**src/rtl/core/sue_pkg.sv**
```systemverilog
// Shared types and constants for the batch echo UART.
// No dependencies; sue_cfg, sue_core and soft_uart_batch_echo import this package.
`timescale 1ns / 1ps

package sue_pkg;

	// Default depth of the byte buffer.
	localparam int unsigned BUF_DEPTH_DEF = 16;

	// Register reset values.
	localparam logic [8:0] BIT_PERIOD_RST = 9'd99;
	localparam logic [4:0] BATCH_LEN_RST  = 5'd16;

	// APB address and data widths.
	localparam int unsigned APB_AW = 3;
	localparam int unsigned APB_DW = 32;

	// Register index, taken from paddr[2].
	typedef enum logic {
		REG_BIT_PERIOD = 1'b0,
		REG_BATCH_LEN  = 1'b1
	} reg_idx_t;

	// Frame state, one-hot.
	typedef enum logic [2:0] {
		MODE_IDLE = 3'b001,
		MODE_RECV = 3'b010,
		MODE_SEND = 3'b100
	} mode_t;

	typedef struct packed {
		logic [8:0] bit_period;
		logic [4:0] batch_length;
	} cfg_t;

	typedef struct packed {
		logic       tx_line;
		logic       byte_done;
		logic [7:0] received_byte;
		logic       echoing;
	} result_t;

endpackage

```
**src/rtl/core/sue_if.sv**
```systemverilog
// Handshake channels of the batch echo UART: tick input and per-tick result.
// No dependencies.
`timescale 1ns / 1ps

interface sue_rx_if;
	logic valid;
	logic ready;
	logic rx_line;

	modport source (output valid, output rx_line, input ready);
	modport sink (input valid, input rx_line, output ready);
endinterface

interface sue_res_if;
	logic       valid;
	logic       ready;
	logic       tx_line;
	logic       byte_done;
	logic [7:0] received_byte;
	logic       echoing;

	modport source (output valid, output tx_line, output byte_done,
		output received_byte, output echoing, input ready);
	modport sink (input valid, input tx_line, input byte_done,
		input received_byte, input echoing, output ready);
endinterface

```
**src/rtl/core/soft_uart_batch_echo.sv**
```systemverilog
// Top level of the batch echo UART: channels, APB registers, core and buffer.
// Depends on sue_pkg, sue_if, sue_cfg, sue_buf and sue_core.
`timescale 1ns / 1ps

// Usage
//   in_ch  : one transaction per prescaler tick, carrying the sampled rx_line.
//   out_ch : exactly one transaction per input tick, in order: tx_line level
//            after the tick, byte_done/received_byte for a completed receive
//            frame, and echoing while the held batch is sent back.
//   APB    : bit_period at 0x0, batch_length at 0x4; write only while idle.
// Result: a tick's result is registered and presented in the cycle after it is accepted.
// Throughput: one tick per clock while results are taken. The whole tick update (timer, frame
//   counter, shift, buffer write, fill/send bookkeeping) is one pass of
//   logic into the state registers; the echo byte comes from a registered
//   buffer read fetched on the tick before it is needed.
// Stall: a held result blocks in_ch only while out_ch.ready is low;
//   the result register frees in the same cycle it is taken.
// Reset: arst_n clears the frame state to idle, the line high, the fill
//   count to zero and the registers to 99 and 16. Buffer contents are not
//   cleared; only written entries are ever sent.
module soft_uart_batch_echo #(
	parameter int unsigned BUFFER_DEPTH = sue_pkg::BUF_DEPTH_DEF
) (
	input  logic                       clk,
	input  logic                       arst_n,
	sue_rx_if.sink                     in_ch,
	sue_res_if.source                  out_ch,
	input  logic                       psel,
	input  logic                       penable,
	input  logic                       pwrite,
	input  logic [sue_pkg::APB_AW-1:0] paddr,
	input  logic [sue_pkg::APB_DW-1:0] pwdata,
	output logic [sue_pkg::APB_DW-1:0] prdata,
	output logic                       pready
);
	import sue_pkg::*;

	localparam int unsigned ADDR_W = (BUFFER_DEPTH > 1) ? $clog2(BUFFER_DEPTH) : 1;
	localparam int unsigned FILL_W = $clog2(BUFFER_DEPTH + 1);

	cfg_t              cfg;
	result_t           res;
	result_t           res_q;
	logic              out_valid_q;
	logic              step;
	logic              wr_en;
	logic [ADDR_W-1:0] wr_addr;
	logic [7:0]        wr_data;
	logic [ADDR_W-1:0] rd_addr;
	logic [7:0]        rd_data;

	// Take a tick whenever the result register is empty or being drained.
	assign in_ch.ready = !out_valid_q || out_ch.ready;
	assign step        = in_ch.valid && in_ch.ready;

	sue_cfg u_cfg (
		.clk     (clk),
		.arst_n  (arst_n),
		.psel    (psel),
		.penable (penable),
		.pwrite  (pwrite),
		.paddr   (paddr),
		.pwdata  (pwdata),
		.prdata  (prdata),
		.pready  (pready),
		.cfg     (cfg)
	);

	sue_core #(
		.BUFFER_DEPTH (BUFFER_DEPTH),
		.ADDR_W       (ADDR_W),
		.FILL_W       (FILL_W)
	) u_core (
		.clk     (clk),
		.arst_n  (arst_n),
		.step    (step),
		.rx_line (in_ch.rx_line),
		.cfg     (cfg),
		.rd_data (rd_data),
		.wr_en   (wr_en),
		.wr_addr (wr_addr),
		.wr_data (wr_data),
		.rd_addr (rd_addr),
		.res     (res)
	);

	// Buffer updates and fetches advance only with accepted ticks.
	sue_buf #(
		.BUFFER_DEPTH (BUFFER_DEPTH),
		.ADDR_W       (ADDR_W)
	) u_buf (
		.clk     (clk),
		.en      (step),
		.wr_en   (wr_en),
		.wr_addr (wr_addr),
		.wr_data (wr_data),
		.rd_addr (rd_addr),
		.rd_data (rd_data)
	);

	// Result register: hold while stalled, load on every accepted tick.
	always_ff @(posedge clk or negedge arst_n) begin
		if (!arst_n) begin
			out_valid_q <= 1'b0;
		end else if (step) begin
			out_valid_q <= 1'b1;
		end else if (out_ch.ready) begin
			out_valid_q <= 1'b0;
		end
	end

	always_ff @(posedge clk) begin
		if (step) begin
			res_q <= res;
		end
	end

	assign out_ch.valid         = out_valid_q;
	assign out_ch.tx_line       = res_q.tx_line;
	assign out_ch.byte_done     = res_q.byte_done;
	assign out_ch.received_byte = res_q.received_byte;
	assign out_ch.echoing       = res_q.echoing;

endmodule

```
**src/rtl/core/sue_cfg.sv**
```systemverilog
// APB register file: bit period and batch length.
// Depends on sue_pkg.
`timescale 1ns / 1ps

module sue_cfg (
	input  logic                       clk,
	input  logic                       arst_n,
	input  logic                       psel,
	input  logic                       penable,
	input  logic                       pwrite,
	input  logic [sue_pkg::APB_AW-1:0] paddr,
	input  logic [sue_pkg::APB_DW-1:0] pwdata,
	output logic [sue_pkg::APB_DW-1:0] prdata,
	output logic                       pready,
	output sue_pkg::cfg_t              cfg
);
	import sue_pkg::*;

	logic [8:0] bit_period_q;
	logic [4:0] batch_length_q;
	reg_idx_t   idx;
	logic       wr;

	assign idx    = reg_idx_t'(paddr[2]);
	assign wr     = psel && penable && pwrite;
	assign pready = 1'b1;

	always_ff @(posedge clk or negedge arst_n) begin
		if (!arst_n) begin
			bit_period_q   <= BIT_PERIOD_RST;
			batch_length_q <= BATCH_LEN_RST;
		end else if (wr) begin
			unique case (idx)
				REG_BIT_PERIOD: bit_period_q   <= pwdata[8:0];
				REG_BATCH_LEN:  batch_length_q <= pwdata[4:0];
				default:        ;
			endcase
		end
	end

	always_comb begin
		unique case (idx)
			REG_BIT_PERIOD: prdata = {{(APB_DW-9){1'b0}}, bit_period_q};
			REG_BATCH_LEN:  prdata = {{(APB_DW-5){1'b0}}, batch_length_q};
			default:        prdata = '0;
		endcase
	end

	assign cfg.bit_period   = bit_period_q;
	assign cfg.batch_length = batch_length_q;

endmodule

```
**src/rtl/core/sue_buf.sv**
```systemverilog
// Byte buffer: one write port, one read port with registered read data.
// Depends on nothing outside this file.
`timescale 1ns / 1ps

module sue_buf #(
	parameter int unsigned BUFFER_DEPTH = 16,
	parameter int unsigned ADDR_W       = 4
) (
	input  logic              clk,
	input  logic              en,
	input  logic              wr_en,
	input  logic [ADDR_W-1:0] wr_addr,
	input  logic [7:0]        wr_data,
	input  logic [ADDR_W-1:0] rd_addr,
	output logic [7:0]        rd_data
);
	logic [7:0] mem [BUFFER_DEPTH];
	logic [7:0] rd_q;

	always_ff @(posedge clk) begin
		if (en && wr_en) begin
			mem[wr_addr] <= wr_data;
		end
	end

	// Forward a same-cycle write so the fetch sees the newest byte.
	always_ff @(posedge clk) begin
		if (en) begin
			if (wr_en && (wr_addr == rd_addr)) begin
				rd_q <= wr_data;
			end else begin
				rd_q <= mem[rd_addr];
			end
		end
	end

	assign rd_data = rd_q;

endmodule

```
**src/rtl/core/sue_core.sv**
```systemverilog
// Per-tick UART state machine: receive framing, batch fill and echo transmit.
// Depends on sue_pkg; drives the sue_buf ports.
`timescale 1ns / 1ps

module sue_core #(
	parameter int unsigned BUFFER_DEPTH = sue_pkg::BUF_DEPTH_DEF,
	parameter int unsigned ADDR_W       = 4,
	parameter int unsigned FILL_W       = 5
) (
	input  logic                 clk,
	input  logic                 arst_n,
	input  logic                 step,
	input  logic                 rx_line,
	input  sue_pkg::cfg_t        cfg,
	input  logic [7:0]           rd_data,
	output logic                 wr_en,
	output logic [ADDR_W-1:0]    wr_addr,
	output logic [7:0]           wr_data,
	output logic [ADDR_W-1:0]    rd_addr,
	output sue_pkg::result_t     res
);
	import sue_pkg::*;

	mode_t             mode_q, mode_n;
	logic [7:0]        tick_q, tick_n;
	logic [3:0]        bit_q, bit_n;
	logic [7:0]        shift_q, shift_n;
	logic [FILL_W-1:0] fill_q, fill_n;
	logic [FILL_W-1:0] send_q, send_n;
	logic              line_q, line_n;

	logic [7:0]        period_lim;
	logic [FILL_W-1:0] batch_eff;
	logic              boundary;
	logic [3:0]        bit_inc;
	logic [FILL_W-1:0] fill_inc;
	logic [FILL_W-1:0] send_inc;
	logic              done;
	logic [7:0]        got;

	// Clamp registers: period 0 acts as 1, above 256 as 256; batch into 1..depth.
	always_comb begin
		if (cfg.bit_period == 9'd0) begin
			period_lim = 8'd0;
		end else if (cfg.bit_period > 9'd256) begin
			period_lim = 8'hFF;
		end else begin
			period_lim = 8'(cfg.bit_period - 9'd1);
		end
		if (cfg.batch_length == 5'd0) begin
			batch_eff = FILL_W'(1);
		end else if (int'(cfg.batch_length) > BUFFER_DEPTH) begin
			batch_eff = FILL_W'(BUFFER_DEPTH);
		end else begin
			batch_eff = FILL_W'(cfg.batch_length);
		end
	end

	assign boundary = (tick_q >= period_lim);
	assign bit_inc  = bit_q + 4'd1;
	assign fill_inc = fill_q + FILL_W'(1);
	assign send_inc = send_q + FILL_W'(1);

	always_comb begin
		mode_n  = mode_q;
		tick_n  = tick_q;
		bit_n   = bit_q;
		shift_n = shift_q;
		fill_n  = fill_q;
		send_n  = send_q;
		line_n  = line_q;
		done    = 1'b0;
		got     = 8'd0;
		wr_en   = 1'b0;
		unique case (mode_q)
			MODE_RECV: begin
				if (!boundary) begin
					tick_n = tick_q + 8'd1;
				end else begin
					tick_n = 8'd0;
					if (bit_q < 4'd8) begin
						shift_n = shift_q | (8'(rx_line) << bit_q[2:0]);
						bit_n   = bit_inc;
					end else if (bit_q == 4'd8) begin
						bit_n = bit_inc;
					end else begin
						done   = 1'b1;
						got    = shift_q;
						bit_n  = 4'd0;
						mode_n = MODE_IDLE;
						if (fill_q < FILL_W'(BUFFER_DEPTH)) begin
							wr_en  = 1'b1;
							fill_n = fill_inc;
						end
						if (fill_n >= batch_eff) begin
							mode_n = MODE_SEND;
							send_n = '0;
							line_n = 1'b0;
						end
					end
				end
			end
			MODE_SEND: begin
				if (!boundary) begin
					tick_n = tick_q + 8'd1;
				end else begin
					tick_n = 8'd0;
					if (bit_q < 4'd8) begin
						line_n = rd_data[bit_q[2:0]];
						bit_n  = bit_inc;
					end else if (bit_q == 4'd8) begin
						line_n = 1'b1;
						bit_n  = bit_inc;
					end else if (send_inc >= fill_q) begin
						mode_n = MODE_IDLE;
						fill_n = '0;
						send_n = '0;
						bit_n  = 4'd0;
						line_n = 1'b1;
					end else begin
						send_n = send_inc;
						bit_n  = 4'd0;
						line_n = 1'b0;
					end
				end
			end
			default: begin
				// Idle, and any stray code, looks for a start bit.
				mode_n = MODE_IDLE;
				if (!rx_line) begin
					mode_n  = MODE_RECV;
					tick_n  = 8'd0;
					bit_n   = 4'd0;
					shift_n = 8'd0;
				end
			end
		endcase
	end

	assign wr_addr = fill_q[ADDR_W-1:0];
	assign wr_data = shift_q;
	assign rd_addr = send_n[ADDR_W-1:0];

	assign res.tx_line       = line_n;
	assign res.byte_done     = done;
	assign res.received_byte = got;
	assign res.echoing       = (mode_n == MODE_SEND);

	always_ff @(posedge clk or negedge arst_n) begin
		if (!arst_n) begin
			mode_q  <= MODE_IDLE;
			tick_q  <= 8'd0;
			bit_q   <= 4'd0;
			shift_q <= 8'd0;
			fill_q  <= '0;
			send_q  <= '0;
			line_q  <= 1'b1;
		end else if (step) begin
			mode_q  <= mode_n;
			tick_q  <= tick_n;
			bit_q   <= bit_n;
			shift_q <= shift_n;
			fill_q  <= fill_n;
			send_q  <= send_n;
			line_q  <= line_n;
		end
	end

`ifndef ASSERT_OFF
	a_send_in_range: assert property (@(posedge clk) disable iff (!arst_n)
		(mode_q == MODE_SEND) |-> (fill_q != '0) && (send_q < fill_q))
		else $error("send index outside held bytes");
	a_fill_bound: assert property (@(posedge clk) disable iff (!arst_n)
		fill_q <= FILL_W'(BUFFER_DEPTH))
		else $error("fill count beyond buffer depth");
	a_bit_bound: assert property (@(posedge clk) disable iff (!arst_n)
		bit_q <= 4'd9)
		else $error("bit index beyond frame");
	a_idle_line_high: assert property (@(posedge clk) disable iff (!arst_n)
		(mode_q != MODE_SEND) |-> line_q)
		else $error("tx line low outside echo");
	a_start_bit_low: assert property (@(posedge clk) disable iff (!arst_n)
		(mode_q == MODE_SEND) && (bit_q == 4'd0) |-> !line_q)
		else $error("start bit not driven low");
`endif

endmodule

```
**src/flat_wrapper.sv**
```systemverilog
// flat-port wrapper written by rule: the top's interface ports become plain ports
module soft_uart_batch_echo_flat import sue_pkg::*;
#(
	parameter int unsigned BUFFER_DEPTH = sue_pkg::BUF_DEPTH_DEF
)
  (clk, arst_n, psel, penable, pwrite, paddr, pwdata, prdata, pready, in_ch_valid, in_ch_rx_line, in_ch_ready, out_ch_valid, out_ch_tx_line, out_ch_byte_done, out_ch_received_byte, out_ch_echoing, out_ch_ready);
  sue_rx_if in_ch_i ();
  sue_res_if out_ch_i ();
  input  logic clk;
  input  logic arst_n;
  input  logic psel;
  input  logic penable;
  input  logic pwrite;
  input  logic [sue_pkg::APB_AW-1:0] paddr;
  input  logic [sue_pkg::APB_DW-1:0] pwdata;
  output logic [sue_pkg::APB_DW-1:0] prdata;
  output logic pready;
  input wire logic [$bits(in_ch_i.valid)-1:0] in_ch_valid;
  input wire logic [$bits(in_ch_i.rx_line)-1:0] in_ch_rx_line;
  output wire logic [$bits(in_ch_i.ready)-1:0] in_ch_ready;
  output wire logic [$bits(out_ch_i.valid)-1:0] out_ch_valid;
  output wire logic [$bits(out_ch_i.tx_line)-1:0] out_ch_tx_line;
  output wire logic [$bits(out_ch_i.byte_done)-1:0] out_ch_byte_done;
  output wire logic [$bits(out_ch_i.received_byte)-1:0] out_ch_received_byte;
  output wire logic [$bits(out_ch_i.echoing)-1:0] out_ch_echoing;
  input wire logic [$bits(out_ch_i.ready)-1:0] out_ch_ready;
  assign in_ch_i.valid = in_ch_valid;
  assign in_ch_i.rx_line = in_ch_rx_line;
  assign in_ch_ready = in_ch_i.ready;
  assign out_ch_valid = out_ch_i.valid;
  assign out_ch_tx_line = out_ch_i.tx_line;
  assign out_ch_byte_done = out_ch_i.byte_done;
  assign out_ch_received_byte = out_ch_i.received_byte;
  assign out_ch_echoing = out_ch_i.echoing;
  assign out_ch_i.ready = out_ch_ready;
  soft_uart_batch_echo #(.BUFFER_DEPTH(BUFFER_DEPTH)) u_core (.clk(clk), .arst_n(arst_n), .in_ch(in_ch_i), .out_ch(out_ch_i), .psel(psel), .penable(penable), .pwrite(pwrite), .paddr(paddr), .pwdata(pwdata), .prdata(prdata), .pready(pready));
endmodule
```
**config.mk**
```make
export PLATFORM = sky130hd
export DESIGN_NAME = soft_uart_batch_echo_flat
export DESIGN_NICKNAME = d
export VERILOG_FILES = /design/src/rtl/core/sue_pkg.sv /design/src/rtl/core/sue_if.sv /design/src/rtl/core/soft_uart_batch_echo.sv /design/src/rtl/core/sue_cfg.sv /design/src/rtl/core/sue_buf.sv /design/src/rtl/core/sue_core.sv /design/src/flat_wrapper.sv
export SDC_FILE = /design/constraint.sdc
export NUM_CORES = 1
export LEC_CHECK = 0
export ABC_AREA = 0
export BUFFER_PORTS_ARGS = -buffer_cell sky130_fd_sc_hd__buf_4
export CAP_MARGIN = 20
export CORE_UTILIZATION = 30
export CTS_CLUSTER_DIAMETER = 150
export DETAILED_ROUTE_END_ITERATION = 8
export SLEW_MARGIN = 30
export SYNTH_ARGS = -nofsm -noshare
export SYNTH_HDL_FRONTEND = slang
export SYNTH_SLANG_ARGS = --single-unit
```
**constraint.sdc**
```tcl
create_clock -name clk -period 4.7 [get_ports clk]
set_input_delay 0.235 -clock clk [delete_from_list [all_inputs] [get_ports clk]]
set_output_delay 0.235 -clock clk [all_outputs]
set_load 0.01 [all_outputs]
```
==> flow_summary.toml <==
[clocking]
cts_buffers = 17
cts_root_buf = "clkbuf_16"
cts_max_level = 4
postCtsSetupBuffers = 0
clockBufferDepth = 2
clk_pin_slew_ns = 0.08
cts_tree = "yes"
clock-sinks = 196
clkLatencyLatePin_ns = 0.43

[detailed_routing]
routed_via_density = 4.99
drt_iter0_markers = 498
wirelength_mm = 19.8
dr.pass1.iters = 6
vias = 5621
drtAntennaViolNets = 0
route.detailed.drc = 8
wl_per_cell_um = 17.6

[place]
port_buffers = 39
place_inst = 1093
hpwl_mm = 13.3
gp_congestion = 0.834
placed_cell_area_sq_um = 10100

[global_route]
track_usage_pct = 12.6
antenna_found_initial = 0
grt_pass1_wl_mm = 31.5
grt-ovfl-total = 0
grt_pass1_vias = 5523
grt_max_degree = 50

[floorplanning]
die_area_sq_um = 32400
start_util_pct = 30.7
coreArea_sq_um = 30900
ioPinCount = 89
die_w_um = 180
rows = 64
die_h_um = 180

[sta]
fmax_mhz = 226
tns_ns = 0
setup_viol = 0
min_period_ns = 4.42
worstMarginPinSlew_ns = 0.800
relSlewSlack_pct = 46.6
final_hold_viol_count = 0
timing.final.crit_share_pct = 94.1
report.final.slew_viol_count = 0
rsz0062_at_grt = "false"
clock_skew_ns = 0.0115

[yosys]
ys_seq_area_share_pct = 59.5
synthTopCellsByArea = "edfxtp_1 46%, dfrtp_1 11%, mux4_1 5.3%, ha_1 3.6%, mux4_2 3.6%"
netlist_area_sq_um = 9500
synth.most_common_cell = "edfxtp_1"
synth_area_per_cell_sq_um = 14.2
yosys.area.top_type_share_pct = 46.5
synthDistinctLibCells = 72
synth_top_area_cell = "edfxtp_1"
synth_cells = 671
ys.flop_type = "edfxtp_1"
ys_seq_elements = 196
synth-edff-count = 147
yosys-top-cells-count = "147 x edfxtp_1, 51 x nand2_1, 42 x dfrtp_1"
async_flop_share_pct = 25.0
yosys_warnings = 0

[worst_setup_path]
r2r-start = "u_core.u_cfg.bit_period_q[0]"
r2r_slack_ns = 0.28
path_common_cell = "ha_1"
critPathMaxStageDelay_ns = 0.57
r2r-end = "u_core.u_buf.rd_data[5]"
critPathBufInv = 3
path_cells = "inv_1, ha_1, nand3b_1, o21ai_0, a211oi_1, a21oi_1, ha_1, nand2_1, a211o_1, o21ba_2, buf_4, o31ai_2, and2_1, buf_12, mux4_1, a22oi_1, a31oi_1"
endpoint_kind = "register"
critPathTopFamily = "compound AO/OA/AOI/OAI gates"
arrival_ns = 4.59
endpoint = "u_core.u_buf.rd_data[5]"
reg2reg_depth = 17
crit_fanout = 33
slowest_stage = "dfstp_2"
crit_path_start = "u_core.u_cfg.bit_period_q[0]"
startpoint_type = "register"
required_ns = 4.86
worstSetupPathDepth = 17
crit_type = "reg2reg"

[power_and_ir_drop]
seq_power_share_pct = 50.4
ir_drop_mv = 0.256
powerDensity_nw_per_um2 = 382
clkPwrFrac_pct = 34.0
p_sw_share_pct = 28.2
combPwrFrac_pct = 15.6
p_leak_uw = 0.00411
p_switching_uw = 1160
internal-power_uw = 2950

[finish]
finalNonFillerCells = 1126
drive_above_1_share_pct = 22.1
design_area_sq_um = 10800
synthToLayoutAreaGrowth_pct = 13.3
regArea_sq_um = 5650
num_antenna_cells = 0
fin_util_pct = 34.8
fillers = 2980
fin_nets = 787
multi_input_area_sq_um = 3540

[min_path]
hp-class = "in2reg"

[status]
status = "complete, but fails checks"
violations = "design-rule violations"

[run]
maxCapViolCount = 0
[registers in the layout, summed over array words and instances (netlist names), 3 cells and up]
signal                       cells
u_core.u_core.fill_q             5
u_core.u_core.mode_q             3
u_core.out_ch.received_byte      8
u_core.u_cfg.batch_length_q      5
u_core.u_core.tick_q             8
u_core.u_core.wr_data            8
u_core.u_buf.rd_data             8
u_core.u_core.bit_q              4
u_core.u_buf.mem               128
u_core.u_core.send_q             5
u_core.u_cfg.bit_period_q        9
[area by class of cell]
class | instances | share of cell area [%]
well taps | 396 | 4.60
clock inverters | 14 | 1.29
multi-input cells | 430 | 32.9
clock buffers | 18 | 3.99
repair buffers | 53 | 4.07
flip-flops and latches | 196 | 52.5
inverters | 19 | 0.663
[cells in the final DEF (no fill, tap or decap), types with 5 or more instances in the layout]
master,count
edfxtp_1,147
nand2_1,51
buf_4,49
dfrtp_1,42
o21ai_0,38
nor2_1,29
a21oi_1,27
ha_1,27
and2_1,24
conb_1,24
mux4_1,19
mux2_2,19
inv_1,19
clkbuf_16,17
nand3_1,16
mux4_2,15
and3_1,13
a22oi_1,12
a31oi_1,10
nor4_1,8
dfstp_2,7
nor3_1,6
nor2b_1,6
nand2b_1,6
a22oi_2,5
[metal layers]
| layer | wire length, um | up-vias | part of all wire [%] | track usage [%] |
|---|---|---|---|---|
| li1 | - | 2624 | - | - |
| met1 | 9570 | 2861 | 48 | 17.4 |
| met2 | 9480 | 120 | 48 | 20.5 |
| met3 | 517 | 16 | 2.6 | 1.52 |
| met4 | 245 | 0 | 1.2 | 4.28 |
| met5 | 0 | - | 0 | 0 |
[power by group through the flow]
| stage | combinational, uW | clock, uW | sequential (uW) |
|---|---|---|---|
| 2_1_floorplan | 493 | 0 | 2060 |
| 3_3_place_gp | 628 | 0 | 2100 |
| 3_5_place_dp | 637 | 0 | 2110 |
| 4_1_cts | 640 | 1430 | 2070 |
| 5_1_grt | 712 | 1490 | 2090 |
| 6_report | 642 | 1400 | 2070 |
[worst min path at each step]
stage / startpoint / to / slack, ns / cells past startpoint
finish: in_ch_valid / u_core.out_ch.valid / 0.02 / 2
global route: in_ch_valid / u_core.out_ch.valid / 0.007 / 2
CTS: in_ch_valid / u_core.out_ch.valid / 0.002 / 2
detailed placement: arst_n / u_core.u_cfg.batch_length_q[2] / 0.32 / 1
global placement: arst_n / u_core.u_cfg.batch_length_q[2] / 0.32 / 1
floorplan: arst_n / u_core.out_ch.valid / -0.06 / 0
[per-stage QoR]
stage / power [uW] / hold WS (ns) / setup slack [ns]
floorplan: 2560 / -0.0606 / 0.522
global placement: 2730 / 0.322 / 0.180
detailed placement: 2740 / 0.317 / 0.113
CTS: 4140 / 0.00188 / 0.111
global route: 4290 / 0.00682 / 0.00875
finish: 4110 / 0.0174 / 0.275
[what timing repair did]
item / in CTS / in global routing
endpoints found under the hold margin: 42 / 0
resized for setup: 0 / 9
hold buffers: 1 / 0
setup endpoints to repair: 0 / 8
[cells by family (layout without fill, tap and decap cells)]
kind of cell | count (synthesis) | count (layout) | synth area share (%)
other | 2 | 24 | 0.0790
DFF | 196 | 196 | 59.5
adders and majority gates | 27 | 27 | 3.56
AOI/OAI and AO/OA | 124 | 124 | 9.06
buffers and inverters | 67 | 104 | 4.66
muxes | 53 | 53 | 11.1
and+or+nand+nor | 192 | 192 | 11.0
xor gates and xnor gates | 10 | 10 | 1.08
No activity file was read; power rests on OpenSTA's default activity.
